File: config.mk
export PLATFORM = sky130hd
export DESIGN_NAME = keyed_tone_synthesizer_core
export DESIGN_NICKNAME = d
export VERILOG_FILES = /design/src/kts_pkg.sv /design/src/keyed_tone_synthesizer_core.sv
export SDC_FILE = /design/constraint.sdc
export NUM_CORES = 2
export LEC_CHECK = 0
export ABC_AREA = 0
export BUFFER_PORTS_ARGS = -buffer_cell sky130_fd_sc_hd__buf_2
export CAP_MARGIN = 0
export CORE_MARGIN = 2
export CORE_UTILIZATION = 55
export CTS_BUF_LIST = sky130_fd_sc_hd__clkbuf_4 sky130_fd_sc_hd__clkbuf_8
export DETAILED_ROUTE_END_ITERATION = 10
export PLACE_DENSITY = 0.7
export SETUP_SLACK_MARGIN = 0.3
export SLEW_MARGIN = 0
export SYNTH_ARGS = -nofsm -noshare
export SYNTH_HDL_FRONTEND = slang
export SYNTH_SLANG_ARGS = --single-unit
export TNS_END_PERCENT = 20
File: constraint.sdc
create_clock -name clk -period 13.9 [get_ports clk]
set_input_delay 1.39 -clock clk [delete_from_list [all_inputs] [get_ports clk]]
set_output_delay 1.39 -clock clk [all_outputs]
set_load 0.01 [all_outputs]
File: src/kts_pkg.sv
// Package for the keyed tone synthesizer core.
// Holds the note pitch table, Q30 constants, operation codes and the pipeline control type.
// No dependencies.
package kts_pkg;

  localparam int NUM_KEYS = 12;
  localparam int KEY_W = 4;
  localparam int LEVEL_W = 4;

  // Note pitches in hertz, key 0 up to key 11
  localparam int unsigned PITCH_HZ [NUM_KEYS] = '{
    131, 139, 147, 156, 165, 175, 185, 196, 208, 220, 233, 247
  };

  // Q30 fixed point
  localparam longint unsigned ONE_Q30 = 64'd1073741824;
  localparam longint unsigned HALF_PI_Q30 = 64'd1686629713;

  // Sine magnitude width (values up to about 1.0 in Q30) and signed sine width
  localparam int SIN_MAG_W = 31;
  localparam int SIN_W = SIN_MAG_W + 1;

  // Operation codes
  localparam logic OP_KEYS = 1'b0;
  localparam logic OP_TICK = 1'b1;

  // Highest volume in twelfths
  localparam logic [LEVEL_W-1:0] LEVEL_MAX = 4'd12;

  // Control that travels with a tick through the sample pipeline
  typedef struct packed {
    logic               harm;
    logic               two;
    logic               snd;
    logic [LEVEL_W-1:0] lvl;
  } ctrl_t;

endpackage

File: src/keyed_tone_synthesizer_core.sv
// Keyed tone synthesizer core: twelve-key dual-tone DDS with a three-harmonic mode.
// A tick transaction's sample passes all ten sample stages to the output register.
// Throughput: one transaction per cycle unless in_stall; a key transaction gives no result.
// in_stall rises only when all ten sample stages are full and out_stall holds the output.
// Reset (rst, synchronous): clears mode, phases, key state and all stage valid bits.
// Depends on kts_pkg.
module keyed_tone_synthesizer_core
  import kts_pkg::*;
#(
  parameter int TABLE_DEPTH    = 128,
  parameter int PHASE_BITS     = 24,
  parameter int DAC_BITS       = 12,
  parameter int SAMPLE_RATE_HZ = 48000
) (
  input  logic                clk,
  input  logic                rst,
  // configuration
  input  logic                cfg_write_en,
  input  logic                cfg_write_data,
  // input channel
  input  logic                in_valid,
  output logic                in_stall,
  input  logic                operation,
  input  logic [11:0]         key_mask,
  input  logic [LEVEL_W-1:0]  amp_level,
  // output channel
  output logic                out_valid,
  input  logic                out_stall,
  output logic [DAC_BITS-1:0] dac_value,
  output logic                two_tone
);

  // ---------------------------------------------------------------------------
  // Derived sizes and constants
  // ---------------------------------------------------------------------------
  localparam int NST   = 10;                       // sample pipeline stages
  localparam int PB    = PHASE_BITS;
  localparam int IDXW  = $clog2(TABLE_DEPTH);
  localparam int PRODW = PB + IDXW + 1;
  localparam int KW    = IDXW + 2;                 // holds 4k and 3k

  // Quarter-wave offsets are multiples of this step, so the table is sampled with it
  localparam int GSTEP = (TABLE_DEPTH % 4 == 0) ? 4 : ((TABLE_DEPTH % 2 == 0) ? 2 : 1);
  localparam int GSH   = $clog2(GSTEP);
  localparam int TSIZE = TABLE_DEPTH / GSTEP + 1;
  localparam int TABW  = $clog2(TSIZE);

  localparam logic [KW-1:0] D1 = KW'(TABLE_DEPTH);
  localparam logic [KW-1:0] D2 = KW'(2 * TABLE_DEPTH);
  localparam logic [KW-1:0] D3 = KW'(3 * TABLE_DEPTH);

  localparam int MIX_W = 34;
  localparam logic signed [MIX_W-1:0] MIX_ONE   = MIX_W'(ONE_Q30);
  localparam logic signed [MIX_W-1:0] MIX_TWO   = MIX_W'(2 * ONE_Q30);
  localparam logic signed [MIX_W-1:0] MIX_THREE = MIX_W'(3 * ONE_Q30);

  localparam int V_W  = 31;
  localparam logic [V_W-1:0] V_ONE = V_W'(ONE_Q30);
  localparam longint unsigned DIV3_32 = 64'hAAAAAAAB;  // ceil(2^33 / 3)

  localparam int VL_W = V_W + LEVEL_W;
  localparam int XW   = VL_W + DAC_BITS + 1;
  localparam int TW   = DAC_BITS + 2;
  localparam int QW   = 2 * TW + 1;
  localparam logic [DAC_BITS-1:0] DAC_FULL = {DAC_BITS{1'b1}};
  localparam longint unsigned ROUND_BIAS = 64'd6442450944;     // 6 * 2^30
  localparam longint unsigned DIV3_T = ((64'd1 << (TW + 1)) + 64'd2) / 64'd3;

  // ---------------------------------------------------------------------------
  // Constant tables
  // ---------------------------------------------------------------------------
  // Sine magnitude over a quarter wave: truncated eight-term Taylor series in Q30
  function automatic logic [SIN_MAG_W-1:0] sine_mag(input int unsigned rem);
    logic [63:0] x, x2, term, sum;
    x    = (HALF_PI_Q30 * 64'(rem)) / 64'(TABLE_DEPTH);
    x2   = (x * x) >> 30;
    term = x;
    sum  = x;
    term = ((term * x2) >> 30) / 64'd6;
    sum  = sum - term;
    term = ((term * x2) >> 30) / 64'd20;
    sum  = sum + term;
    term = ((term * x2) >> 30) / 64'd42;
    sum  = sum - term;
    term = ((term * x2) >> 30) / 64'd72;
    sum  = sum + term;
    term = ((term * x2) >> 30) / 64'd110;
    sum  = sum - term;
    term = ((term * x2) >> 30) / 64'd156;
    sum  = sum + term;
    term = ((term * x2) >> 30) / 64'd210;
    sum  = sum - term;
    return sum[SIN_MAG_W-1:0];
  endfunction

  // Phase increment of a note: rounded hz * 2^PB / sample rate
  function automatic logic [PB-1:0] phase_step(input int unsigned hz);
    logic [63:0] acc;
    acc = ((64'(hz) << PB) + 64'(SAMPLE_RATE_HZ / 2)) / 64'(SAMPLE_RATE_HZ);
    return acc[PB-1:0];
  endfunction

  logic [SIN_MAG_W-1:0] sin_tab  [TSIZE];
  logic [PB-1:0]        step_tab [NUM_KEYS];

  for (genvar g = 0; g < TSIZE; g++) begin : g_sin_tab
    assign sin_tab[g] = sine_mag(g * GSTEP);
  end

  for (genvar g = 0; g < NUM_KEYS; g++) begin : g_step_tab
    assign step_tab[g] = phase_step(PITCH_HZ[g]);
  end

  // ---------------------------------------------------------------------------
  // Handshake and stage advance
  // ---------------------------------------------------------------------------
  logic [NST-1:0] vld;
  logic [NST-1:0] en;
  logic           in_acc;
  logic           tick_acc;
  logic           key_acc;

  // A stage advances when it is empty or the stage after it advances
  always_comb begin
    en[NST-1] = !vld[NST-1] || !out_stall;
    for (int i = NST - 2; i >= 0; i--) begin
      en[i] = !vld[i] || en[i+1];
    end
  end

  assign in_stall = !en[0];
  assign in_acc   = in_valid && !in_stall;
  assign tick_acc = in_acc && (operation == OP_TICK);
  assign key_acc  = in_acc && (operation == OP_KEYS);

  always_ff @(posedge clk) begin
    if (rst) begin
      vld <= '0;
    end else begin
      if (en[0]) begin
        vld[0] <= tick_acc;
      end
      for (int i = 1; i < NST; i++) begin
        if (en[i]) begin
          vld[i] <= vld[i-1];
        end
      end
    end
  end

  // ---------------------------------------------------------------------------
  // Mode register and key / phase state
  // ---------------------------------------------------------------------------
  logic             harmonic_mode;
  logic [PB-1:0]    phase_first;
  logic [PB-1:0]    phase_second;
  logic [KEY_W-1:0] key_high;
  logic [KEY_W-1:0] key_low;
  logic             dual_keys;
  logic             sounding;

  logic [KEY_W-1:0] scan_high;
  logic [KEY_W-1:0] scan_low;
  logic             scan_dual;
  logic             two_now;

  // Lowest and highest pressed key of the incoming mask
  always_comb begin
    scan_high = '0;
    scan_low  = '0;
    for (int i = NUM_KEYS - 1; i >= 0; i--) begin
      if (key_mask[i]) scan_low = KEY_W'(i);
    end
    for (int i = 0; i < NUM_KEYS; i++) begin
      if (key_mask[i]) scan_high = KEY_W'(i);
    end
  end

  // Two or more keys down: clearing the lowest set bit leaves something
  assign scan_dual = (key_mask & (key_mask - 12'd1)) != 12'd0;

  // Second tone mixes in only in normal mode with two keys down
  assign two_now = !harmonic_mode && dual_keys && sounding;

  always_ff @(posedge clk) begin
    if (rst) begin
      harmonic_mode <= 1'b0;
      phase_first   <= '0;
      phase_second  <= '0;
      key_high      <= '0;
      key_low       <= '0;
      dual_keys     <= 1'b0;
      sounding      <= 1'b0;
    end else begin
      if (cfg_write_en) begin
        harmonic_mode <= cfg_write_data;
      end
      if (key_acc) begin
        // New chord: latch keys and restart both oscillators
        key_high     <= scan_high;
        key_low      <= scan_low;
        dual_keys    <= scan_dual;
        sounding     <= |key_mask;
        phase_first  <= '0;
        phase_second <= '0;
      end else if (tick_acc && sounding) begin
        // Advance after the sample has taken the current phase
        phase_first <= phase_first + step_tab[key_high];
        if (two_now) begin
          phase_second <= phase_second + step_tab[key_low];
        end
      end
    end
  end

  // ---------------------------------------------------------------------------
  // Stage 1: snapshot of phases and control for this tick
  // ---------------------------------------------------------------------------
  logic [PB-1:0]    s1_ph1;
  logic [PB-1:0]    s1_ph2;
  ctrl_t            s1_c;
  logic [LEVEL_W-1:0] lvl_sat;

  // Saturate volume above twelve
  assign lvl_sat = (amp_level > LEVEL_MAX) ? LEVEL_MAX : amp_level;

  always_ff @(posedge clk) begin
    if (en[0]) begin
      s1_ph1    <= phase_first;
      s1_ph2    <= phase_second;
      s1_c.harm <= harmonic_mode;
      s1_c.two  <= two_now;
      s1_c.snd  <= sounding;
      s1_c.lvl  <= lvl_sat;
    end
  end

  // ---------------------------------------------------------------------------
  // Stage 2: table index = phase * depth >> PB
  // ---------------------------------------------------------------------------
  logic [PRODW-1:0] prod1;
  logic [PRODW-1:0] prod2;
  logic [IDXW-1:0]  s2_idx1;
  logic [IDXW-1:0]  s2_idx2;
  ctrl_t            s2_c;

  assign prod1 = PRODW'(s1_ph1) * PRODW'(TABLE_DEPTH);
  assign prod2 = PRODW'(s1_ph2) * PRODW'(TABLE_DEPTH);

  always_ff @(posedge clk) begin
    if (en[1]) begin
      s2_idx1 <= prod1[PB +: IDXW];
      s2_idx2 <= prod2[PB +: IDXW];
      s2_c    <= s1_c;
    end
  end

  // ---------------------------------------------------------------------------
  // Stage 3: pick the three lookups (2k and 3k wrap modulo the depth)
  // ---------------------------------------------------------------------------
  logic [KW-1:0]   dbl;
  logic [KW-1:0]   trp;
  logic [KW-1:0]   k2;
  logic [KW-1:0]   k3;
  logic [IDXW-1:0] s3_k [3];
  ctrl_t           s3_c;

  assign dbl = KW'(s2_idx1) << 1;
  assign trp = dbl + KW'(s2_idx1);
  assign k2  = (dbl >= D1) ? (dbl - D1) : dbl;
  assign k3  = (trp >= D2) ? (trp - D2) : ((trp >= D1) ? (trp - D1) : trp);

  always_ff @(posedge clk) begin
    if (en[2]) begin
      s3_k[0] <= s2_idx1;
      s3_k[1] <= s2_c.harm ? k2[IDXW-1:0] : s2_idx2;
      s3_k[2] <= k3[IDXW-1:0];
      s3_c    <= s2_c;
    end
  end

  // ---------------------------------------------------------------------------
  // Stage 4: quadrant decode and quarter-wave mirror
  // ---------------------------------------------------------------------------
  logic [KW-1:0]   q4   [3];
  logic [1:0]      quad [3];
  logic [KW-1:0]   rem  [3];
  logic [KW-1:0]   rmir [3];
  logic [TABW-1:0] s4_tidx [3];
  logic            s4_neg  [3];
  ctrl_t           s4_c;

  always_comb begin
    for (int l = 0; l < 3; l++) begin
      q4[l] = {s3_k[l], 2'b00};
      if (q4[l] >= D3) begin
        quad[l] = 2'd3;
        rem[l]  = q4[l] - D3;
      end else if (q4[l] >= D2) begin
        quad[l] = 2'd2;
        rem[l]  = q4[l] - D2;
      end else if (q4[l] >= D1) begin
        quad[l] = 2'd1;
        rem[l]  = q4[l] - D1;
      end else begin
        quad[l] = 2'd0;
        rem[l]  = q4[l];
      end
      // Odd quadrants run the quarter wave backward
      rmir[l] = quad[l][0] ? (D1 - rem[l]) : rem[l];
    end
  end

  always_ff @(posedge clk) begin
    if (en[3]) begin
      for (int l = 0; l < 3; l++) begin
        s4_tidx[l] <= TABW'(rmir[l] >> GSH);
        s4_neg[l]  <= quad[l][1];
      end
      s4_c <= s3_c;
    end
  end

  // ---------------------------------------------------------------------------
  // Stage 5: signed sines from the table
  // ---------------------------------------------------------------------------
  logic signed [SIN_W-1:0] sin_pos [3];
  logic signed [SIN_W-1:0] s5_sin  [3];
  ctrl_t                   s5_c;

  always_comb begin
    for (int l = 0; l < 3; l++) begin
      sin_pos[l] = $signed({1'b0, sin_tab[s4_tidx[l]]});
    end
  end

  always_ff @(posedge clk) begin
    if (en[4]) begin
      for (int l = 0; l < 3; l++) begin
        s5_sin[l] <= s4_neg[l] ? -sin_pos[l] : sin_pos[l];
      end
      s5_c <= s4_c;
    end
  end

  // ---------------------------------------------------------------------------
  // Stage 6: offset mix in Q30
  // ---------------------------------------------------------------------------
  logic signed [MIX_W-1:0] mix_sum;
  logic signed [MIX_W-1:0] s6_mix;
  ctrl_t                   s6_c;

  always_comb begin
    if (s5_c.harm) begin
      mix_sum = MIX_THREE + MIX_W'(s5_sin[0]) + MIX_W'(s5_sin[1]) + MIX_W'(s5_sin[2]);
    end else if (s5_c.two) begin
      mix_sum = MIX_TWO + MIX_W'(s5_sin[0]) + MIX_W'(s5_sin[1]);
    end else begin
      mix_sum = MIX_ONE + MIX_W'(s5_sin[0]);
    end
  end

  always_ff @(posedge clk) begin
    if (en[5]) begin
      s6_mix <= mix_sum;
      s6_c   <= s5_c;
    end
  end

  // ---------------------------------------------------------------------------
  // Stage 7: divide by 2, 4 or 6, clamp to [0, 1.0]; silence forces zero
  // ---------------------------------------------------------------------------
  logic [MIX_W-2:0] mix_mag;
  logic [31:0]      y_half;
  logic [63:0]      quot3;
  logic [31:0]      v_sel;
  logic [V_W-1:0]   v_next;
  logic [V_W-1:0]   s7_v;
  ctrl_t            s7_c;

  always_comb begin
    mix_mag = s6_mix[MIX_W-1] ? '0 : s6_mix[MIX_W-2:0];
    y_half  = mix_mag[32:1];
    // Exact divide by three of a 32-bit value
    quot3   = (64'(y_half) * DIV3_32) >> 33;
    if (s6_c.harm) begin
      v_sel = quot3[31:0];
    end else if (s6_c.two) begin
      v_sel = 32'(mix_mag[32:2]);
    end else begin
      v_sel = y_half;
    end
    if (!s6_c.snd) begin
      v_next = '0;
    end else if (v_sel > 32'(V_ONE)) begin
      v_next = V_ONE;
    end else begin
      v_next = v_sel[V_W-1:0];
    end
  end

  always_ff @(posedge clk) begin
    if (en[6]) begin
      s7_v <= v_next;
      s7_c <= s6_c;
    end
  end

  // ---------------------------------------------------------------------------
  // Stage 8: apply volume
  // ---------------------------------------------------------------------------
  logic [VL_W-1:0] s8_vl;
  ctrl_t           s8_c;

  always_ff @(posedge clk) begin
    if (en[7]) begin
      s8_vl <= VL_W'(s7_v) * VL_W'(s7_c.lvl);
      s8_c  <= s7_c;
    end
  end

  // ---------------------------------------------------------------------------
  // Stage 9: scale to DAC range, round, divide by 2^32 (first part of 12 * 2^30)
  // ---------------------------------------------------------------------------
  logic [XW-1:0] scaled;
  logic [TW-1:0] s9_t;
  ctrl_t         s9_c;

  assign scaled = XW'(s8_vl) * XW'(DAC_FULL) + XW'(ROUND_BIAS);

  always_ff @(posedge clk) begin
    if (en[8]) begin
      s9_t <= scaled[32 +: TW];
      s9_c <= s8_c;
    end
  end

  // ---------------------------------------------------------------------------
  // Stage 10: divide by three, clamp; this is the output register
  // ---------------------------------------------------------------------------
  logic [QW-1:0] q_full;
  logic [QW-1:0] q_div;

  assign q_full = QW'(s9_t) * QW'(DIV3_T);
  assign q_div  = q_full >> (TW + 1);

  always_ff @(posedge clk) begin
    if (en[9]) begin
      dac_value <= (q_div > QW'(DAC_FULL)) ? DAC_FULL : q_div[DAC_BITS-1:0];
      two_tone  <= s9_c.two;
    end
  end

  assign out_valid = vld[NST-1];

  // ---------------------------------------------------------------------------
  // Assertions
  // ---------------------------------------------------------------------------
`ifndef ASSERT_OFF
  // Input holds off only when every stage is full and the output is held
  a_stall_full: assert property (@(posedge clk) disable iff (rst)
    in_stall |-> ((&vld) && out_stall))
    else $error("input stalled while the sample pipeline has room");

  // A key transaction restarts both oscillators
  a_key_clears_phase: assert property (@(posedge clk) disable iff (rst)
    key_acc |=> (phase_first == '0) && (phase_second == '0))
    else $error("phases not cleared after key transaction");

  // Silent ticks leave the phase where it was
  a_silent_holds_phase: assert property (@(posedge clk) disable iff (rst)
    (tick_acc && !sounding) |=> (phase_first == $past(phase_first)))
    else $error("phase moved on a silent tick");

  // Two keys recorded implies distinct low and high keys
  a_dual_order: assert property (@(posedge clk) disable iff (rst)
    dual_keys |-> (key_low < key_high))
    else $error("dual keys with low key not below high key");
`endif

endmodule
* Yosys cells after proc, flatten, opt, wreduce, memory -nomap -nowiden
Memory sizes are Yosys's and may differ from the RTL's. Index checks and enable logic that the tools add are counted.
Word-level totals: RAM bits 138, memories 9, bits in registers 307, bits in read-only memories 6720, input port bits 23, word-level logic and storage cells 233
Cells by class: add/subtract/negate cells 29, bitwise operators 8, reduce and logical (&&, ||, !) cells 34, mux-type cells 73, magnitude comparators 20, multiply operators 4
Memories:
- (name not given) | depth 64, bits a word 31, rd ports 1, clocked after memory_dff 0, write ports 0, line keyed_tone_synthesizer_core.sv:333 | sin_pos[l] = $signed({1'b0, sin_tab[s4_tidx[l]]});
- (name not given) | depth 64, bits a word 31, rd ports 1, clocked after memory_dff 0, write ports 0, line keyed_tone_synthesizer_core.sv:333
- (name not given) | depth 64, bits a word 31, rd ports 1, clocked after memory_dff 0, write ports 0, line keyed_tone_synthesizer_core.sv:333
- (name not given) | depth 16, bits a word 24, rd ports 1, clocked after memory_dff 0, write ports 0, line keyed_tone_synthesizer_core.sv:210 | phase_second <= phase_second + step_tab[key_low];
- (name not given) | depth 16, bits a word 24, rd ports 1, clocked after memory_dff 0, write ports 0, line keyed_tone_synthesizer_core.sv:208 | phase_first <= phase_first + step_tab[key_high];
- s5_sin | depth 3, bits a word 32, rd ports 3, clocked after memory_dff 0, write ports 3, line keyed_tone_synthesizer_core.sv:328 | logic signed [SIN_W-1:0] s5_sin [3];
- +3 memories
Operators by type and width (count):
- 31-bit 2-to-1 mux | 7
- 32-bit 2-to-1 mux | 5
- 34-bit by 32-bit adder with 34-bit output | 3
- 24-bit 2-to-1 mux | 4
- 8-bit 2-to-1 mux | 12
- 31-bit negation with 32-bit output | 3
- 4-bit 2-to-1 mux | 22
- 33-bit by 32-bit adder with 34-bit output (first input constant) | 2
- 34-bit 2-to-1 mux | 2
- 32-bit by 32-bit multiplier with 64-bit output (second input constant) | 1
- 9-bit greater-or-equal comparator (second input constant) | 7
- 24-bit adder | 2
- 8-bit subtractor (second input constant) | 6
- 46-bit by 33-bit adder with 46-bit output (second input constant) | 1
- 35-bit by 12-bit multiplier with 46-bit output (second input constant) | 1
- 9-bit by 8-bit greater-or-equal comparator with 1-bit output (second input constant) | 4
- 31-bit by 4-bit multiplier with 35-bit output | 1
- 32-bit by 32-bit adder with 33-bit output (first input constant) | 1
- 33-bit 2-to-1 mux | 1
- 32-bit by 31-bit > comparator with 1-bit output (second input constant) | 1
- 14-bit by 14-bit multiplier with 28-bit output (second input constant) | 1
- 7-bit 2-to-1 mux | 4
- 8-bit by 1-bit subtractor with 8-bit output (second input constant) | 3
- 8-bit subtractor (first input constant) | 3
- 21 further kinds | 71

* Logic depth before layout (Yosys ltp)
depth after elaboration 15, mapped depth 34, gate-level depth less buffers 29

* Least setup slack after synthesis
OpenSTA, ideal clock, no wires.
path type register -> register, from reg s6_mix[33], to reg s7_v[25], data pin, slack 5.701 ns, stages on the path, launching flop included 30, required time 13.634 ns, library setup time 0.266 ns, path buffers 5, arrival 7.933 ns, cells stage by stage edfxtp_1 clkbuf_1 clkbuf_1 clkbuf_1 buf_1 clkbuf_1 nor2_1 fa_1 inv_1 fa_1 fa_1 inv_1 fa_1 fa_1 fa_1 inv_1 fa_1 inv_1 ha_1 a21oi_1 nand2_1 or4_1 nor3_1 a211oi_1 a2bb2oi_1 a211o_1 a221oi_1 xnor2_1 a21oi_1 nor2_1
On the way: word-level cells in the longest chain between the ends 5
RTL lines:
- from (decl) | line keyed_tone_synthesizer_core.sv:350 | logic signed [MIX_W-1:0] s6_mix;
- from (signal assigned) | line keyed_tone_synthesizer_core.sv:365 | s6_mix <= mix_sum;
- 33-bit 2-to-1 mux (*) | line keyed_tone_synthesizer_core.sv:382 | mix_mag = s6_mix[MIX_W-1] ? '0 : s6_mix[MIX_W-2:0];
- 32-bit by 32-bit multiplier with 64-bit output / 32-bit 2-to-1 mux (equally long branches) | line keyed_tone_synthesizer_core.sv:385, keyed_tone_synthesizer_core.sv:388
- 32-bit 2-to-1 mux (*) | line keyed_tone_synthesizer_core.sv:386 | if (s6_c.harm) begin
- 32-bit by 31-bit > comparator with 1-bit output | line keyed_tone_synthesizer_core.sv:395 | end else if (v_sel > 32'(V_ONE)) begin
- 2-bit OR reduction (no line)
- to (signal assigned) | line keyed_tone_synthesizer_core.sv:404 | s7_v <= v_next;
- to (decl) | line keyed_tone_synthesizer_core.sv:378 | logic [V_W-1:0] s7_v;
Every way passes the cells marked *; elsewhere a longest branch is shown, timed or not. A chain may end at the register's enable or synchronous reset.

* Worst setup path in the final report
Ends and elaborated chain as after synthesis.

==> qor.yml <==
status:
  status: "finished clean"
worst_setup_path:
  critical_path.slowest_cell: "nor2b_1"
  path_class: "reg -> reg"
  path_common_cell: "fa_1"
  cp_top_family: "adder cells"
  cp.required_ns: 14.38
  crit_arrival_ns: 10.24
  start_kind: "flip-flop"
  cpPeakStageDelay_ns: 0.89
  crit_buf_inv: 4
  timing.critical_path.fanout_max: 13
  end_kind: "flip-flop"
global_route:
  grt_max_degree: 83
  grt.overflow.total: 0
  grt_usage_pct: 29.0
  grt_pass1_vias: 43835
  grt_pass1_wl_um: 250000
  grtUsageMet2_pct: 47.5
  busiest_layer: "met2"
  grtUsageMet3_pct: 3.55
  grtUsageMet1_pct: 40.4
  antenna_found_initial: 1
sta:
  setup_viol_count_final: 0
  layout_setup_ws_ns: 4.14
  slew_viol_final: 0
  finalCritPeriodShare_pct: 70.2
  tns_ns: 0
  grt_setup_unrepaired: "no"
  slew-limit-headroom_pct: 18.9
  fmax_mhz: 102
  finalCriticalPeriod_ns: 9.76
  hold_slack_ns: 0.377
  hold_viol: 0
  tightest_slew_ns: 1.21
  fin_worst_skew_ns: 0.0784
floorplanning:
  dieArea_sq_um: 110000
  ios: 38
  fp.coreArea_sq_um: 107000
  start_util_pct: 55.2
  die_y_um: 331
  num_rows: 120
  die_w_um: 331
drt:
  first_pass_iters: 8
  drt-total-wl_um: 158000
  wl_per_cell_um: 20.7
  via_per_inst: 5.73
  detail-route-antenna-nets: 0
  vias: 43831
  first_iter_violations: 3438
  drc_errors: 0
logic_synthesis:
  synth_fp_nets: 7773
  synth_top_family_by_area: "adder cells"
  yosysSeqAreaShare_pct: 19.6
  avgSynthCellArea_sq_um: 9.44
  ys_ff_latch: 408
  synth-xor-area-share_pct: 4.95
  synth_ff_type: "edfxtp_1"
  ys_warn_count: 0
  synth-edff-count: 339
  synth_mux_area_share_pct: 1.21
  netlist_area_sq_um: 59000
  synthAdderAreaFrac_pct: 41.4
  async_flop_share_pct: 0
  synth_simple_gate_area_share_pct: 11.7
  synth-compound-area-share_pct: 12.7
  synth_cells: 6248
  synth_cell_type_count: 89
min_path:
  hp-class: "reg -> reg"
clock_network:
  cts_tree: "done"
  cts.repair.resized: 0
  insertion_delay_ns: 0.76
  cts-buffers-inserted: 71
  postCtsHoldBufs: 0
  post-cts-setup-buffers: 0
  cts_max_path_buffers: 3
  htree_num_levels: 3
  cts_sinks: 408
  root_buffer: "clkbuf_8"
  path_clk_slew_ns: 0.06
cells_and_area:
  fin_cells: 7645
  drive_above_1_share_pct: 4.21
  final_area_sq_um: 61900
  fin_nets: 7711
  syn2layout_area_growth_pct: 4.93
  final_common_cell: "inv_1"
  final_cell_mix: "inv_1 (1109), ha_1 (762), fa_1 (740), nand2_1 (505), nor2_1 (351)"
power:
  power_density_nw_per_um2: 128
  power_leakage_nw: 30.5
  vdd_drop_max_uv: 393
flow_run:
  max-cap-violations: 0
placed_design:
  dp.cells: 7516
  dp_slack_ns: 4.20
  dp_hpwl_um: 133000
  numPortBuffers: 37
  place_congestion: 1.01
  post_dp_cell_area_sq_um: 60400
## path summary, 6_finish.rpt
kind                                  to  depth (start not counted)  slack, ns                  from
hold / removal         s5_c[1]$_DFFE_PP_                          0       0.38     s4_c[1]$_DFFE_PP_
setup reg to reg  s7_v[25]$_SDFFCE_PP0P_                         27       4.14  s6_mix[33]$_DFFE_PP_
setup / recovery  s7_v[25]$_SDFFCE_PP0P_                         27       4.14  s6_mix[33]$_DFFE_PP_
hold reg to reg        s5_c[1]$_DFFE_PP_                          0       0.38     s4_c[1]$_DFFE_PP_
## worst register-to-register path, cell delays in order, from the launching register on
cell	delay, ns
edfxtp_1	0.62
nor2b_1	0.90
ha_1	0.39
xor2_1	0.67
ha_1	0.27
or2_2	0.13
inv_1	0.05
fa_1	0.47
inv_1	0.05
fa_1	0.58
fa_1	0.54
fa_1	0.52
fa_1	0.56
inv_1	0.06
fa_1	0.49
inv_1	0.04
ha_1	0.44
nand4_1	0.18
or2_2	0.34
a2111oi_0	0.55
nor3_1	0.13
a211oi_1	0.54
a2bb2oi_1	0.38
a211o_1	0.21
a221oi_1	0.10
xnor2_1	0.15
a21oi_1	0.15
nor2_1	0.05
## cell families (layout without fill, tap and decap cells)
family | count (synthesis) | after routing
DFF | 408 | 408
adders and majority gates | 1506 | 1506
muxes | 61 | 61
buffers and inverters | 1323 | 1316
and+or+nand+nor | 1457 | 1457
other | 0 | 1
AOI/OAI and AO/OA | 1160 | 1160
xor gates and xnor gates | 333 | 333
## per-stage QoR
step / total power [mW] / utilization [%]
final: 7.92 / 58.0
after CTS: 7.96 / 58.0
after floorplan: 5.29 / -
after global routing: 8.75 / 58.0
after detailed placement: 6.68 / 56.6
after global placement: 6.59 / 56.6
## power by group
group,total [mW],switching [mW],internal (mW)
combinational,5.18,3.04,2.14
clock,1.19,0.559,0.633
sequential,1.55,0.0666,1.48
## layer usage
| layer | wire (um) | up-vias |
|---|---|---|
| li1 | - | 20750 |
| met1 | 69900 | 21509 |
| met2 | 74000 | 1335 |
| met3 | 9320 | 237 |
| met4 | 5020 | 0 |
| met5 | 0 | - |
## cell type report
class / count / area (sq um)
clock inverters: 33 / 293
multi-input cells: 4517 / 42400
well taps: 1403 / 1760
clock buffers: 95 / 1210
fillers: 9402 / 44900
repair buffers: 74 / 463
diodes: 1 / 2.50
inverters: 1114 / 4180
flip-flops and latches: 408 / 11600
## synth_stat cells, types with 31 or more instances
master,count,area (sq um)
inv_1,1110,4170
ha_1,762,9530
fa_1,740,14800
nand2_1,505,1900
nor2_1,351,1320
a21oi_1,348,1740
edfxtp_1,339,10200
xnor2_1,230,2010
o21ai_0,222,1110
clkbuf_1,157,589
a211oi_1,119,893
xor2_1,103,902
nor3_1,99,495
a21o_1,92,691
nand2b_1,92,576
nand3_1,90,450
nor2b_1,74,463
dfxtp_1,69,1380
and2_1,62,388
a31oi_1,52,325
o21a_1,48,360
mux2i_1,40,400
or3_1,32,200
and3_1,31,194
## flip-flops by register name, indices dropped and copies added (netlist names), 10 cells and up
name          count
s4_tidx          17
s7_v             31
dac_value        12
phase_first      24
s6_mix           33
s9_t             14
vld              10
s8_vl            35
s3_k             20
phase_second     24
s5_sin           96
(Power assumes the default switching activity.)
